File: src/rtl/jhd_pkg.sv
// ----------------------------------------------------------------------------
// jhd_pkg
// Shared types and constants for the JPEG Huffman block decoder.
// ----------------------------------------------------------------------------
package jhd_pkg;

  localparam int NUM_TABLES_DEF        = 4;
  localparam int MAX_CODE_LENGTH       = 16;
  localparam int SYMBOLS_PER_TABLE_DEF = 256;
  localparam int MAX_BLOCK_DEF         = 64;
  localparam int QUEUE_DEPTH           = 4;

  // input kind codes
  localparam logic [1:0] KIND_COUNT  = 2'd0;
  localparam logic [1:0] KIND_SYMBOL = 2'd1;
  localparam logic [1:0] KIND_BIT    = 2'd2;

  // result status codes
  localparam logic [1:0] ST_OK      = 2'd0;
  localparam logic [1:0] ST_NO_CODE = 2'd1;
  localparam logic [1:0] ST_OVERRUN = 2'd2;

  localparam logic [6:0] BLOCK_LENGTH_RESET = 7'd64;

  typedef enum logic [1:0] {
    OP_COUNT,
    OP_SYMBOL,
    OP_BIT
  } op_t;

  typedef enum logic [1:0] {
    PH_DC,
    PH_AC,
    PH_MAG
  } phase_t;

  typedef enum logic [1:0] {
    BK_IDLE,
    BK_CNT,
    BK_SYM
  } bk_state_t;

  // one classified item in the queue
  typedef struct packed {
    op_t        op;
    logic       cls;
    logic [1:0] tid;
    logic [7:0] idx;
    logic [7:0] val;
    logic       bit_in;
    logic [1:0] dct;
    logic [1:0] act;
  } q_item_t;

endpackage

File: src/rtl/jhd_queue.sv
// ----------------------------------------------------------------------------
// jhd_queue
// Small FIFO between front and back.
// ----------------------------------------------------------------------------
module jhd_queue (
  input  logic             clk,
  input  logic             rst,
  input  logic             push,
  input  jhd_pkg::q_item_t push_item,
  output logic             full,
  input  logic             pop,
  output logic             q_valid,
  output jhd_pkg::q_item_t q_item
);
  import jhd_pkg::*;

  localparam int PW = (QUEUE_DEPTH > 1) ? $clog2(QUEUE_DEPTH) : 1;

  q_item_t     mem [QUEUE_DEPTH];
  logic [PW-1:0] wr_ptr, rd_ptr;
  logic [PW:0]   fill;

  assign full    = (fill == (PW+1)'(QUEUE_DEPTH));
  assign q_valid = (fill != '0);
  assign q_item  = mem[rd_ptr];

  // storage
  always_ff @(posedge clk) begin
    if (push) mem[wr_ptr] <= push_item;
  end

  // pointers
  always_ff @(posedge clk) begin
    if (rst) begin
      wr_ptr <= '0;
      rd_ptr <= '0;
      fill   <= '0;
    end else begin
      if (push) wr_ptr <= (wr_ptr == PW'(QUEUE_DEPTH - 1)) ? '0 : wr_ptr + 1'b1;
      if (pop)  rd_ptr <= (rd_ptr == PW'(QUEUE_DEPTH - 1)) ? '0 : rd_ptr + 1'b1;
      fill <= fill + (PW+1)'(push) - (PW+1)'(pop);
    end
  end

endmodule

File: config.mk
export PLATFORM = sky130hd
export DESIGN_NAME = jhd_queue
export DESIGN_NICKNAME = d
export VERILOG_FILES = /design/src/rtl/jhd_pkg.sv /design/src/rtl/jhd_queue.sv
export SDC_FILE = /design/constraint.sdc
export NUM_CORES = 1
export LEC_CHECK = 0
export BUFFER_PORTS_ARGS = -buffer_cell sky130_fd_sc_hd__buf_2
export CORE_UTILIZATION = 35
export CTS_BUF_LIST = sky130_fd_sc_hd__clkbuf_16
export CTS_CLUSTER_SIZE = 28
export DETAILED_ROUTE_END_ITERATION = 10
export SYNTH_ARGS = -nofsm -noshare
export SYNTH_HDL_FRONTEND = slang
export SYNTH_SLANG_ARGS = --single-unit
File: constraint.sdc
create_clock -name clk -period 2.4 [get_ports clk]
set_clock_uncertainty 0.2 [all_clocks]
set_input_delay 0.36 -clock clk [delete_from_list [all_inputs] [get_ports clk]]
set_output_delay 0.36 -clock clk [all_outputs]
set_load 0.01 [all_outputs]
==> impl_metrics.toml <==
[status]
status = "complete, but fails checks"
violations = "DRC"

[synthesis]
synth-warning-count = 0
synth.net_count = 217
syn-cell-area_sq_mm = 0.00425
synthCells = 179
syn_area_per_cell_sq_um = 23.8
synth_cell_type_count = 21
ys_seq_area_share_pct = 77.7
synth_seq_cells = 113

[finish]
final_cell_mix = "104 x edfxtp_1, 57 x buf_2, 26 x dlygate4sd3_1"
final_common_cell = "edfxtp_1"
finalNetCount = 322
syn_to_final_growth_pct = 32.3
drive_gt1_share_pct = 40.7
diodes = 0

[clock_network]
post-cts-setup-buffers = 0
numCtsBuffers = 17
clock_latency_ns = 0.40
cts.clk_slew.worst_paths_ns = 0.05
cts_tree = "yes"
cts_sinks = 113
cts-htree-levels = 4
clk_path_buf_depth = 2
root_buffer = "clkbuf_16"

[placed_design]
hpwl_um = 4720
io_buffer_count = 57
place_congestion = 0.666

[pwr]
internal_power_w = 0.00420
p_comb_share_pct = 8.7
seqPwrFrac_pct = 43.4
ir_drop_v = 0.000630
swShare_pct = 20.0
p_clk_share_pct = 47.9
power.switching_w = 0.00105
cellLeakagePower_nw = 2.03
p_per_area_mw_per_mm2 = 934
power_w = 0.00525

[timing]
period_needed_ns = 2.28
worstMarginPinSlew_ns = 0.467
hold_viol = 0
hold_ws_ns = 0.0273
final-setup-viol-count = 0
rsz0062_at_grt = "no"
max_freq_mhz = 438
drv_slew = 0
slew_headroom_pct = 68.9
finalCritPeriodShare_pct = 95.1
fin_tns_setup_ns = 0

[hold_path]
hold_class = "in -> reg"

[global_route]
track_usage_pct = 12.9
grt_overflow_total = 0
grt_start_max_net_pins = 17
antenna_found_initial = 0
grt_pass1_vias = 2223
grt_pass1_wl_um = 11700

[worst_setup_path]
worstPathArrival_ns = 1.72
cp_max_fo = 10
reg2reg_setup_slack_ns = 0.64
worstSetupPathType = "reg -> out"
worstSetupStartpointType = "register"
critical_path_required_ns = 1.84
end_kind = "primary output"

[route]
vias_per_cell = 4.76
drt_iter0_markers = 137
vias = 2095
wl_per_cell_um = 16.8
postRouteAntennaNets = 0
first_pass_iters = 7
remaining_drc_errors = 3
totalWireLength_um = 7370

[die]
initial_core_util_pct = 36.6
io_pins = 58
die_w_um = 112
dieArea_sq_mm = 0.0126
fp.dieH_um = 112
rows = 39
coreArea_sq_mm = 0.0116

[flow_run]
maxCapViolCount = 0
-- metal layers --
layer  GRT usage [%]  routed length, um
met1            15.9               3330
met5               0                  0
met3            5.29                405
met4            5.33                 96
met2            20.2               3540
-- cell type report --
type / instances / area [sq um]
clock buffers: 17 / 425
clock inverters: 15 / 175
fillers: 974 / 5990
inverters: 6 / 22.5
multi-input cells: 54 / 866
flip-flops and latches: 113 / 3300
well taps: 143 / 179
repair buffers: 92 / 654
-- worst paths after layout --
check                              start                  to  depth (start not counted)
setup / recovery                register          q_item[25]                          3
hold / removal                       rst  fill[2]$_SDFF_PP0_                          2
setup reg to reg      fill[0]$_SDFF_PP0_  fill[2]$_SDFF_PP0_                          7
hold reg to reg   rd_ptr[0]$_SDFFE_PP0P_            register                          2
-- critical path, cell delays in order (launching register included) --
cell,delay [ns]
dfxtp_2,0.33
buf_4,0.22
mux4_1,0.61
buf_2,0.16
-- logic make-up (layout without fill, tap and decap cells) --
family          after synthesis  after routing  share of synthesized area [%]
simple gates                 15             15                           2.15
xor+xnor                      1              1                          0.559
fa+ha+maj                     8              8                           2.53
mux                          28             28                           14.8
compound gates                2              2                          0.235
flops                       113            113                           77.7
buf+inv                      12            130                           2.09
-- state kept, by name, summed over array words and instances, names as in the netlist, named ones only --
| register | cells |
|---|---|
| mem | 104 |
| fill | 3 |
| rd_ptr | 2 |
| wr_ptr | 2 |
-- synthesized netlist by cell type, drive strengths merged --
cell type | n | area share [%]
nor2b | 2 | 0.29
edfxtp | 104 | 73
xor3 | 1 | 0.56
or3 | 1 | 0.15
and2 | 4 | 0.59
mux2i | 2 | 0.47
and3 | 1 | 0.15
buf | 5 | 1.4
nor2 | 3 | 0.26
mux4 | 26 | 14
fa | 1 | 0.47
dfxtp | 9 | 4.2
clkbuf | 1 | 0.12
nand2b | 2 | 0.29
ha | 7 | 2.1
or3b | 2 | 0.41
a21oi | 2 | 0.24
inv | 6 | 0.53
-- metrics by stage --
stage,cell area [sq um],utilization [%],setup WS [ns],instances
after global routing,5630,48.4,0.0620,440
after detailed placement,4760,41.0,0.451,382
final,5630,48.4,0.119,440
after CTS,5620,48.4,0.0175,440
after global placement,4760,41.0,0.461,382
after floorplan,4250,-,0.622,179
-- what timing repair did --
action                                  CTS  global route
endpoints found under the setup margin    0             8
hold endpoints to repair                104             0
hold buffers                             26             0
gates resized for setup                   0             1
-- power by group through the flow --
stage	registers, W	clock network (W)	logic, W
after floorplan	0.00231	0	0.000272
after detailed placement	0.00232	0	0.000437
after CTS	0.00228	0.00256	0.000472
after global placement	0.00231	0	0.000430
final	0.00228	0.00251	0.000459
after global routing	0.00229	0.00265	0.000505
(Power assumes the default switching activity.)
